## config.mk

```make
export PLATFORM = sky130hd
export DESIGN_NAME = json_string_unescape_core
export DESIGN_NICKNAME = d
export VERILOG_FILES = /design/src/rtl/jsu_pkg.sv /design/src/rtl/json_string_unescape_core.sv /design/src/rtl/jsu_decode.sv /design/src/rtl/jsu_emit.sv
export VERILOG_INCLUDE_DIRS = /design/src /design/src/rtl
export SDC_FILE = /design/constraint.sdc
export NUM_CORES = 1
export LEC_CHECK = 0
export BUFFER_PORTS_ARGS = -buffer_cell sky130_fd_sc_hd__clkbuf_2
export CAP_MARGIN = 20
export CORE_MARGIN = 1
export CORE_UTILIZATION = 45
export DETAILED_ROUTE_END_ITERATION = 16
export SYNTH_ARGS = -nofsm -noshare
export SYNTH_HDL_FRONTEND = slang
export SYNTH_SLANG_ARGS = --single-unit
export TNS_END_PERCENT = 50
```

## constraint.sdc

```tcl
create_clock -name clk -period 12.56 [get_ports clk]
set_clock_uncertainty 0.05 [all_clocks]
set_input_delay 0 -clock clk [delete_from_list [all_inputs] [get_ports clk]]
set_output_delay 0 -clock clk [all_outputs]
set_load 0.005 [all_outputs]
```

## src/rtl/json_string_unescape_core_assert.svh

```systemverilog
// Assertion macros for the JSON string unescaper.
// Needs clk and rst_n in the scope where a macro is used.
`ifndef JSON_STRING_UNESCAPE_CORE_ASSERT_SVH
`define JSON_STRING_UNESCAPE_CORE_ASSERT_SVH

// same-cycle implication, ignored while in reset
`define JSU_ASSERT_IMP(lbl, ante, cons, msg) \
  lbl: assert property (@(posedge clk) disable iff (!rst_n) (ante) |-> (cons)) \
    else $error(msg);

// next-cycle implication, ignored while in reset
`define JSU_ASSERT_NXT(lbl, ante, cons, msg) \
  lbl: assert property (@(posedge clk) disable iff (!rst_n) (ante) |=> (cons)) \
    else $error(msg);

`endif

```

## src/rtl/jsu_pkg.sv

```systemverilog
// Shared types for the JSON string unescaper: parse phases, result codes,
// parser state and the result group passed from decoder to emitter.
`default_nettype none

package jsu_pkg;

  typedef enum logic [6:0] {
    PH_IDLE    = 7'b0000001,
    PH_BODY    = 7'b0000010,
    PH_ESC     = 7'b0000100,
    PH_HEX1    = 7'b0001000,
    PH_WANT_BS = 7'b0010000,
    PH_WANT_U  = 7'b0100000,
    PH_HEX2    = 7'b1000000
  } phase_t;

  typedef enum logic [3:0] {
    ST_DATA      = 4'd0,
    ST_DONE      = 4'd1,
    ST_BAD_ESC   = 4'd2,
    ST_BAD_HEX   = 4'd3,
    ST_UNPAIRED  = 4'd4,
    ST_BAD_LOW   = 4'd5,
    ST_CONTROL   = 4'd6,
    ST_UNTERM    = 4'd7,
    ST_NO_QUOTE  = 4'd8
  } status_t;

  typedef struct packed {
    phase_t      phase;
    logic [1:0]  cnt;   // hex digits taken
    logic [15:0] acc;   // hex value so far
    logic [9:0]  hi;    // high surrogate minus 0xD800
  } st_t;

  // up to four results caused by one input request; byt[0] goes out first
  typedef struct packed {
    logic [2:0]      cnt;
    logic [3:0][7:0] byt;
    status_t         status;
  } grp_t;

endpackage

`default_nettype wire

```

## src/rtl/json_string_unescape_core.sv

```systemverilog
// JSON string unescaper, quoted text in, UTF-8 bytes and status codes out.
// The first result is presented in the cycle after the input request is taken.
// Takes one byte per cycle while out_tready is high; a byte giving several results holds
// input until its last result is taken (the result group register in jsu_emit is single-entry).
// Reset (rst_n low, synchronous): parser idle awaiting the opening quote, output empty.
// Depends on jsu_pkg, jsu_decode, jsu_emit and json_string_unescape_core_assert.svh.
`default_nettype none

`include "json_string_unescape_core_assert.svh"

module json_string_unescape_core (
  input  wire        clk,
  input  wire        rst_n,
  input  wire        in_tvalid,
  output logic       in_tready,
  input  wire [7:0]  in_tdata,    // [7:0] in_byte
  input  wire        in_tlast,    // in_end
  output logic       out_tvalid,
  input  wire        out_tready,
  output logic [7:0] out_tdata,   // [7:0] out_byte
  output logic [3:0] out_tuser,   // [3:0] out_status
  output logic       out_tlast
);

  jsu_pkg::st_t  st_r, st_nxt, st_dec;
  jsu_pkg::grp_t grp;
  logic          acc_req;
  logic          free;
  logic          load;
  logic          out_take;
  logic          is_status;
  logic          grp_busy;

  jsu_decode u_dec (
    .st_i   (st_r),
    .byte_i (in_tdata),
    .end_i  (in_tlast),
    .st_o   (st_dec),
    .grp_o  (grp)
  );

  assign in_tready = free;
  assign acc_req   = in_tvalid && in_tready;
  assign st_nxt    = acc_req ? st_dec : st_r;
  assign load      = acc_req && (grp.cnt != 3'd0);

  always_ff @(posedge clk) begin
    if (!rst_n) begin
      st_r <= '{jsu_pkg::PH_IDLE, 2'd0, 16'd0, 10'd0};
    end else begin
      st_r <= st_nxt;
    end
  end

  jsu_emit u_emit (
    .clk        (clk),
    .rst_n      (rst_n),
    .load_i     (load),
    .grp_i      (grp),
    .free_o     (free),
    .out_tvalid (out_tvalid),
    .out_tready (out_tready),
    .out_tdata  (out_tdata),
    .out_tuser  (out_tuser),
    .out_tlast  (out_tlast)
  );

  assign out_take  = out_tvalid && out_tready;
  assign is_status = out_tuser != jsu_pkg::ST_DATA;
  assign grp_busy  = out_tvalid && !(out_tready && out_tlast);

  // status results always stand alone
  `JSU_ASSERT_IMP(a_status_single, out_tvalid && is_status, out_tlast, "status not last")
  // a request with results shows a result next cycle
  `JSU_ASSERT_NXT(a_load_shows, load, out_tvalid, "accepted results not presented")
  // a taken non-last result is followed by more data of the same group
  `JSU_ASSERT_NXT(a_group_cont, out_take && !out_tlast, out_tvalid && !is_status, "group cut short")
  // no new request while a group still has results to send
  `JSU_ASSERT_IMP(a_no_overrun, grp_busy, !in_tready, "input overran group")

endmodule

`default_nettype wire

```

## src/rtl/jsu_decode.sv

```systemverilog
// Next-state and result-group logic for one input byte.
// Depends on jsu_pkg.
`default_nettype none

module jsu_decode (
  input  wire jsu_pkg::st_t  st_i,
  input  wire [7:0]          byte_i,
  input  wire                end_i,
  output jsu_pkg::st_t       st_o,
  output jsu_pkg::grp_t      grp_o
);

  // {valid, value}
  function automatic logic [4:0] hex_val(input logic [7:0] c);
    logic [4:0] r;
    r = 5'd0;
    if (c >= 8'h30 && c <= 8'h39) r = {1'b1, 4'(c - 8'h30)};
    else if (c >= 8'h61 && c <= 8'h66) r = {1'b1, 4'(c - 8'h57)};
    else if (c >= 8'h41 && c <= 8'h46) r = {1'b1, 4'(c - 8'h37)};
    return r;
  endfunction

  function automatic jsu_pkg::grp_t utf8(input logic [20:0] cp);
    jsu_pkg::grp_t g;
    g = '0;
    g.status = jsu_pkg::ST_DATA;
    if (cp < 21'h80) begin
      g.cnt    = 3'd1;
      g.byt[0] = cp[7:0];
    end else if (cp < 21'h800) begin
      g.cnt    = 3'd2;
      g.byt[0] = {3'b110, cp[10:6]};
      g.byt[1] = {2'b10, cp[5:0]};
    end else if (cp < 21'h10000) begin
      g.cnt    = 3'd3;
      g.byt[0] = {4'b1110, cp[15:12]};
      g.byt[1] = {2'b10, cp[11:6]};
      g.byt[2] = {2'b10, cp[5:0]};
    end else begin
      g.cnt    = 3'd4;
      g.byt[0] = {5'b11110, cp[20:18]};
      g.byt[1] = {2'b10, cp[17:12]};
      g.byt[2] = {2'b10, cp[11:6]};
      g.byt[3] = {2'b10, cp[5:0]};
    end
    return g;
  endfunction

  logic [4:0]  hv;
  logic [15:0] acc_new;
  logic [10:0] plane;

  assign hv      = hex_val(byte_i);
  assign acc_new = {st_i.acc[11:0], hv[3:0]};
  assign plane   = {1'b0, st_i.hi} + 11'd64;   // 0x10000 >> 10

  always_comb begin
    logic fail;
    jsu_pkg::status_t code;
    fail  = 1'b0;
    code  = jsu_pkg::ST_DATA;
    st_o  = st_i;
    grp_o = '0;
    grp_o.status = jsu_pkg::ST_DATA;

    unique case (st_i.phase)
      jsu_pkg::PH_BODY: begin
        if (end_i) begin
          fail = 1'b1; code = jsu_pkg::ST_UNTERM;
        end else if (byte_i == 8'h22) begin
          fail = 1'b1; code = jsu_pkg::ST_DONE;
        end else if (byte_i == 8'h5C) begin
          st_o.phase = jsu_pkg::PH_ESC;
        end else if (byte_i < 8'h20) begin
          fail = 1'b1; code = jsu_pkg::ST_CONTROL;
        end else begin
          grp_o.cnt    = 3'd1;
          grp_o.byt[0] = byte_i;
        end
      end
      jsu_pkg::PH_ESC: begin
        if (end_i) begin
          fail = 1'b1; code = jsu_pkg::ST_UNTERM;
        end else begin
          st_o.phase = jsu_pkg::PH_BODY;
          grp_o.cnt  = 3'd1;
          case (byte_i)
            8'h22, 8'h5C, 8'h2F: grp_o.byt[0] = byte_i;
            8'h62: grp_o.byt[0] = 8'h08;
            8'h66: grp_o.byt[0] = 8'h0C;
            8'h6E: grp_o.byt[0] = 8'h0A;
            8'h72: grp_o.byt[0] = 8'h0D;
            8'h74: grp_o.byt[0] = 8'h09;
            8'h75: begin
              grp_o.cnt  = 3'd0;
              st_o.phase = jsu_pkg::PH_HEX1;
              st_o.cnt   = 2'd0;
              st_o.acc   = 16'd0;
            end
            default: begin
              fail = 1'b1; code = jsu_pkg::ST_BAD_ESC;
            end
          endcase
        end
      end
      jsu_pkg::PH_HEX1, jsu_pkg::PH_HEX2: begin
        if (end_i) begin
          fail = 1'b1; code = jsu_pkg::ST_UNTERM;
        end else if (!hv[4]) begin
          fail = 1'b1; code = jsu_pkg::ST_BAD_HEX;
        end else if (st_i.cnt != 2'd3) begin
          st_o.acc = acc_new;
          st_o.cnt = st_i.cnt + 2'd1;
        end else begin
          st_o.cnt = 2'd0;
          st_o.acc = 16'd0;
          if (st_i.phase == jsu_pkg::PH_HEX1) begin
            if (acc_new >= 16'hD800 && acc_new <= 16'hDBFF) begin
              st_o.hi    = acc_new[9:0];
              st_o.phase = jsu_pkg::PH_WANT_BS;
            end else begin
              st_o.phase = jsu_pkg::PH_BODY;
              grp_o      = utf8({5'd0, acc_new});
            end
          end else if (acc_new < 16'hDC00 || acc_new > 16'hDFFF) begin
            fail = 1'b1; code = jsu_pkg::ST_BAD_LOW;
          end else begin
            st_o.phase = jsu_pkg::PH_BODY;
            grp_o      = utf8({plane, acc_new[9:0]});
          end
        end
      end
      jsu_pkg::PH_WANT_BS: begin
        if (end_i) begin
          fail = 1'b1; code = jsu_pkg::ST_UNTERM;
        end else if (byte_i != 8'h5C) begin
          fail = 1'b1; code = jsu_pkg::ST_UNPAIRED;
        end else begin
          st_o.phase = jsu_pkg::PH_WANT_U;
        end
      end
      jsu_pkg::PH_WANT_U: begin
        if (end_i) begin
          fail = 1'b1; code = jsu_pkg::ST_UNTERM;
        end else if (byte_i != 8'h75) begin
          fail = 1'b1; code = jsu_pkg::ST_UNPAIRED;
        end else begin
          st_o.phase = jsu_pkg::PH_HEX2;
          st_o.cnt   = 2'd0;
          st_o.acc   = 16'd0;
        end
      end
      default: begin
        // idle, and any stray phase code
        if (!end_i && byte_i == 8'h22) begin
          st_o.phase = jsu_pkg::PH_BODY;
          st_o.cnt   = 2'd0;
          st_o.acc   = 16'd0;
        end else begin
          fail = 1'b1; code = jsu_pkg::ST_NO_QUOTE;
        end
      end
    endcase

    if (fail) begin
      st_o.phase   = jsu_pkg::PH_IDLE;
      st_o.cnt     = 2'd0;
      st_o.acc     = 16'd0;
      grp_o        = '0;
      grp_o.cnt    = 3'd1;
      grp_o.status = code;
    end
  end

endmodule

`default_nettype wire

```

## src/rtl/jsu_emit.sv

```systemverilog
// Result group register and serialiser: sends one result per cycle while out_tready is high.
// Depends on jsu_pkg.
`default_nettype none

module jsu_emit (
  input  wire                 clk,
  input  wire                 rst_n,
  input  wire                 load_i,
  input  wire jsu_pkg::grp_t  grp_i,
  output logic                free_o,
  output logic                out_tvalid,
  input  wire                 out_tready,
  output logic [7:0]          out_tdata,   // [7:0] out_byte
  output logic [3:0]          out_tuser,   // [3:0] out_status
  output logic                out_tlast
);

  logic          vld_r, vld_nxt;
  logic [1:0]    idx_r, idx_nxt;
  jsu_pkg::grp_t grp_r;
  logic          last;

  assign last       = ({1'b0, idx_r} + 3'd1) == grp_r.cnt;
  assign free_o     = !vld_r || (out_tready && last);
  assign out_tvalid = vld_r;
  assign out_tdata  = grp_r.byt[idx_r];
  assign out_tuser  = grp_r.status;
  assign out_tlast  = last;

  always_comb begin
    vld_nxt = vld_r;
    idx_nxt = idx_r;
    if (vld_r && out_tready) begin
      if (last) vld_nxt = 1'b0;
      else      idx_nxt = idx_r + 2'd1;
    end
    if (load_i) begin
      vld_nxt = 1'b1;
      idx_nxt = 2'd0;
    end
  end

  always_ff @(posedge clk) begin
    if (!rst_n) begin
      vld_r <= 1'b0;
      idx_r <= 2'd0;
    end else begin
      vld_r <= vld_nxt;
      idx_r <= idx_nxt;
    end
  end

  always_ff @(posedge clk) begin
    if (load_i) grp_r <= grp_i;
  end

endmodule

`default_nettype wire
```

Word level (Yosys, flattened, before mapping) --
Index checks and enable logic that the tools add are counted. W data, S select, Z words.
Cells by class: add/subtract/negate cells 7, bitwise gates (word level) 6, eq/ne operators 33, $lt $le $gt $ge 17, multiplexer cells 103, reduce and logical (&&, ||, !) cells 29
Operators with widths (number):
- $mux W39 | 7
- $mux W25 | 5
- $mux W8 | 10
- $mux W24 | 3
- $pmux W18 S4 | 1
- $mux W35 | 2
- $eq A8 B7 Y1 const B | 7
- $mux W7 | 8
- $pmux W8 S6 | 1
- $mux W22 | 2
- $mux W4 | 10
- $mux W3 | 13
- $pmux W7 S5 | 1
- $mux W16 | 2
- $mux W10 | 3
- $pmux W8 S3 | 1
- $mux W1 | 22
- $lt A21 B12 Y1 const B | 1
- $lt A21 B17 Y1 const B | 1
- $lt A21 B8 Y1 const B | 1
- $mux W5 | 4
- $pmux W4 S5 | 1
- $mux W18 | 1
- $ne A3 B2 Y1 const B | 6
- other kinds (52) | 82
Storage, ports and cells: register bits after elaboration 73, output and inout port bits 15, word-level logic and storage cells 207

Longest topological paths before layout --
depth in word-level cells 20, depth in mapped cells 10, depth with buffers taken out 9

By module --
From an unflattened synthesis, not the netlist that was laid out.
Unflattened totals: cells, all modules 640, area total of the unflattened synthesis 5614.1 um2
Modules (own cells, without submodules):
- jsu_decode | cells each 399, area an instance 2507.4 um2, seq. area each 0.0 um2, instances 1
- jsu_emit | cells each 79, area an instance 1620.3 um2, seq. area each 1231.2 um2, instances 1
- json_string_unescape_core | cells each 162, area an instance 1486.4 um2, seq. area each 700.7 um2, instances 1

Worst setup path after synthesis --
No wires, ideal clock.
path type flip-flop to flip-flop, start point register st_r[31] in the netlist's numbering, end point register u_emit.grp_r[10] in the netlist's numbering, enable pin, arrival time 4044 ps, setup slack 8011 ps, cell stages (with the launch flop) 10, data required time 12055 ps, path through dfxtp_1 -> buf_6 -> or4b_4 -> or4_1 -> buf_2 -> nor2_2 -> nand3_1 -> a32o_2 -> buf_4 -> a31oi_1
On the way: longest elaborated chain between the ends 9
RTL lines:
- from (decl) | line json_string_unescape_core.sv:25 | jsu_pkg::st_t st_r, st_nxt, st_dec;
- from (signal assigned) | line json_string_unescape_core.sv:49 | st_r <= '{jsu_pkg::PH_IDLE, 2'd0, 16'd0, 10'd0};
- from (signal assigned) | line json_string_unescape_core.sv:51 | st_r <= st_nxt;
- $eq A7 B4 Y1 | line jsu_decode.sv:66, jsu_decode.sv:117
- $mux W1 / $mux W39 (equally long branches) | line jsu_decode.sv:117 | if (st_i.phase == jsu_pkg::PH_HEX1) begin
- $mux W1 / $mux W39 (equally long branches) | line jsu_decode.sv:111 | end else if (st_i.cnt != 2'd3) begin
- $mux W1 / $mux W39 (equally long branches) | line jsu_decode.sv:109 | end else if (!hv[4]) begin
- $mux W1 / $mux W39 (equally long branches) | line jsu_decode.sv:107 | if (end_i) begin
- $pmux W1 S5 / $pmux W3 S3 (equally long branches) | line jsu_decode.sv:66 | unique case (st_i.phase)
- $mux W39 * | line jsu_decode.sv:165 | if (fail) begin
- $reduce_bool A3 Y1 * | line json_string_unescape_core.sv:45 | assign load = acc_req && (grp.cnt != 3'd0);
- $logic_and A1 B1 Y1 * | line json_string_unescape_core.sv:45
- named net load | line json_string_unescape_core.sv:29 | logic load;
- to (signal assigned) | line jsu_emit.sv:54 | if (load_i) grp_r <= grp_i;
- to (decl) | line jsu_emit.sv:20 | jsu_pkg::grp_t grp_r;
The timed path passes the listed nets; every way through them passes the cells marked *. A chain may end at the register's enable or synchronous reset.

Worst setup path in the final report --
start point register st_r[32] in the netlist's numbering, end point register u_emit.grp_r[17] in the netlist's numbering, enable pin
Same word-level chain as after synthesis.

==> results by stage <==
Yosys:
- The dominant combinational cell family by area after synthesis is simple AND/OR/NAND/NOR gates.
- The mean post-synth cell area is 8.85 µm².
- In the synthesized netlist, mux cells make up 4.90% of the area.
- The synthesized design devotes to its leading area cell type 24.2% of total area.
- After synthesis the cells add up to 0.00447 mm².
- The number of nets in the synthesized netlist is 525.
- After Yosys synthesis, full adders, half adders and majority gates account for 1.96% of the synthesized area.
- Summing the areas of all compound-gate instances in the mapped netlist gives 21.5% of the synthesized area.
- The number of instances in the synthesized netlist is 505.
- The top flip-flop cell by instance count after synthesis is sky130_fd_sc_hd__edfxtp_1.
- The sequential cell area fraction in the yosys report is 39.4%.
- The synthesized design contains 36 enable-type register cells.
- The synthesized netlist contains 71 unique library cells.
- The share of flip-flops with an asynchronous set or reset is 0%.
- sky130_fd_sc_hd__edfxtp_1 takes more of the synthesized area than any other cell.
- After synthesis, the cell types taking the most area are sky130_fd_sc_hd__edfxtp_1, sky130_fd_sc_hd__dfxtp_1, sky130_fd_sc_hd__nand2_1, sky130_fd_sc_hd__a21oi_1, sky130_fd_sc_hd__mux4_2.
- The simple-gate portion of the synthesized area is 25.4%.
- In this run, synthesis produced a sequential element count of 70.
- For this run, the number of Yosys warnings is 0.
- The synthesized netlist devotes 1.76% of its cell area to XOR and XNOR gates.

Die:
- The standard-cell row count is 36.
- The count of boundary I/O pins is 28.
- The die boundary height is 102 µm.
- The die covers 0.0103 mm².
- The area of the core region is 0.00968 mm².
- Once the floorplan was initialized, standard cells occupied 46.1% of the core.
- The die is 102 µm wide.

Clock network:
- The number of CTS-inserted buffers is 9.
- The clock sink total is 70.
- At the later pin of the worst-skew pair, clock insertion delay measures 0.35 ns.
- The number of H-tree levels is 3.
- The register clock-pin slew on the reported worst setup and hold paths is 0.08 ns.
- The clock tree from TritonCTS is yes.
- The maximum clock insertion buffer count is 2.
- The clock root buffer master is sky130_fd_sc_hd__clkbuf_8.
- The count of instances resized after the clock tree is built is 0.

Power:
- The analysis attributes to cell leakage a power of 0.00170 µW.
- The largest voltage drop on the vdd net is 0.0461 mV.
- The total power per unit cell area is 95.2 mW/mm².
- The total power after layout is 460 µW.

Timing:
- Setup total negative slack on the finished layout was measured at 0 ns.
- The setup slack of the critical path after layout is 8.56 ns.
- The final hold violation count is 0.
- The minimum period implied by the final worst setup slack is 4.00 ns.
- After layout, the worst path uses 31.9% of the clock period.
- Headroom to the max-slew limit came out at 40.3%.
- The maximum achievable frequency is 250 MHz.
- Setup repair after global routing left no endpoint under its margin.
- Setup violations remaining at the end of the flow were counted as 0.
- The count of pins over their slew limit is 0.
- The pin slew with the least headroom to its limit is 0.884 ns.

Drt:
- After detailed routing, the average wire length per cell comes to 19.2 µm.
- The length of routed met2 wiring is 5570 µm.
- The length of the first detailed-routing pass in iterations is 5.
- After detailed routing, the number of remaining DRC violations is 0.
- The total vias in the final route is 3956.
- The routed length on met1 is 5860 µm.
- The per-cell via count in the routed design is 6.13.
- The count of nets left with antenna violations once routing finished came out at 0.
- In this run the top signal layer used is met4.
- After detailed routing, the total wire length is 12400 µm.
- The DRC marker count from the first detailed-route iteration is 408.
- The routed design uses 760 µm of met3 wire.

Layout:
- The layout filler cell count is 929.
- The library cell used most frequently in the layout, excluding fill and tap cells, is sky130_fd_sc_hd__nand2_1.
- The number of inserted diodes is 0.
- For this run, the share of the core covered by cells in the final layout is 49.9%.
- The area growth from synthesis to layout is 8.18%.
- The final layout contains 527 nets.
- The fraction of layout instances using a drive strength above 1 is 12.9%.
- In the layout the commonest cells are sky130_fd_sc_hd__nand2_1, sky130_fd_sc_hd__nor2_1, sky130_fd_sc_hd__a21oi_1.
- The final design area excluding fillers is 0.00483 mm².

Setup path:
- The worst endpoint data arrival time is 4.00 ns.
- Of all nets on the critical path, the largest fanout is 21.
- The path depth of the worst reg2reg path is 6.
- The startpoint identified for the worst register-to-register timing path is st_r[32].
- The endpoint of the worst register-to-register path is u_emit.grp_r[17].
- The slowest cell on the critical path is sky130_fd_sc_hd__nand4_1.
- The element type at the critical path start is a register.
- STA classifies the critical path endpoint as a register.
- The worst setup slack for register-to-register paths is 8.56 ns.
- The critical path is of the reg2reg type.
- The required arrival time at the worst endpoint is 12.56 ns.
- Walking the worst path, the cells encountered are or4_1 -> nor3_1 -> nand4_1 -> o32a_1 -> a31oi_4 -> buf_16.
- The peak per-stage delay on the critical path is 0.62 ns.

Hold path:
- In this run the most critical hold path is launched from out_tready.
- The type of the worst min-delay path is in2reg.
- The worst hold path was traced through 5 stages.
- The path with the worst hold slack has its endpoint at u_emit.idx_r[0].

GRT:
- The via count of the first global-routing pass is 3521.
- The pin count of the biggest net entering global routing is 39.
- The first-pass GRT wire length is 19300 µm.
- The number of antenna violations at the first check in global routing was 0.
- The residual overflow from global routing is 0.
- The total track usage is 25.0%.

Place:
- The sum of net half-perimeters after detailed placement is 9280 µm.
- Before CTS, the worst setup slack after placement is 8.44 ns.
- The final weighted congestion of routability-driven global placement is 0.992.
- After detailed placement, the total cell area comes to 0.00460 mm².
- The number of buffer cells added on primary ports is 27.

Job:
- The tool flagged a number of max-cap violations equal to 0.

Status:
- The run finished with clean final reports.
[synth_stat cells, drive strengths merged (7+ instances only)]
cell and instances:
ha 7, and3 10, nor2 43, a21oi 38, edfxtp 36, or3 7, nand3 16, nor4 10
nor3 18, dfxtp 34, a22o 17, buf 11, clkbuf 29, nand2b 8, o21ai 25, inv 9
and2 12, xnor2 7, nand2 57, mux4 7
[per-layer routing]
layer	global-route usage [%]	vias up
met5	0	-
met4	7.36	0
met3	4.00	20
met2	38.4	148
met1	36.1	1882
li1	-	1906
[logic make-up (layout without fill, tap and decap cells)]
| group | Yosys count | in the layout |
|---|---|---|
| and+or+nand+nor | 218 | 218 |
| AOI/OAI and AO/OA | 138 | 138 |
| DFF | 70 | 70 |
| buffers and inverters | 50 | 57 |
| muxes | 13 | 13 |
| xor gates and xnor gates | 9 | 9 |
| adders and majority gates | 7 | 7 |
[power by group]
group	internal [µW]	switching (µW)	total [µW]	leakage (µW)
logic	13.9	23.5	37.4	0.000987
registers	246	2.72	249	0.000625
clock network	90.2	83.6	174	0.0000884
[registers in the layout (all words and copies together), names as in the netlist]
name	flops
u_emit.out_tvalid	1
st_r	31
u_emit.grp_r	32
u_emit.out_tuser	4
u_emit.idx_r	2
[area by class of cell]
| type | count | area (µm²) | share of cell area [%] |
|---|---|---|---|
| multi-input combinational | 385 | 2500 | 51.6 |
| sequential | 70 | 1760 | 36.4 |
| timing repair buffer | 31 | 190 | 3.93 |
| tap | 133 | 166 | 3.44 |
| clock buffer | 11 | 131 | 2.72 |
| clock inverter | 5 | 50.0 | 1.04 |
| inverter | 10 | 37.5 | 0.777 |
[critical path, delay by kind of cell, from the launching register on]
family,cells,cell delay [ns]
simple gates,3,1.78
compound gates,2,1.19
flops,1,0.42
buf+inv,1,0.24
[stage by stage]
step,hold slack (ns),std cells
6_report,0.0492,645
5_1_grt,0.101,645
4_1_cts,0.0510,644
3_5_place_dp,0.287,626
3_3_place_gp,0.281,626
2_1_floorplan,0.0993,505
[worst max path at each step]
| stage | start | end | slack, ns | cells after the start |
|---|---|---|---|---|
| 6_report | st_r[32] | u_emit.grp_r[17] | 8.56 | 6 |
| 5_1_grt | st_r[32] | u_emit.grp_r[17] | 8.27 | 6 |
| 2_1_floorplan | st_r[31] | u_emit.grp_r[10] | 8.01 | 9 |
| 3_5_place_dp | st_r[32] | u_emit.grp_r[28] | 8.44 | 5 |
| 4_1_cts | st_r[32] | u_emit.grp_r[17] | 8.35 | 5 |
| 3_3_place_gp | st_r[32] | u_emit.grp_r[32] | 8.53 | 5 |
[repair_timing]
item	4_1_cts	5_1_grt
endpoints found under the hold margin	4	0
hold buffers	2	0
setup buffers	0	0
Note: power is estimated with default switching activity, not from simulation.
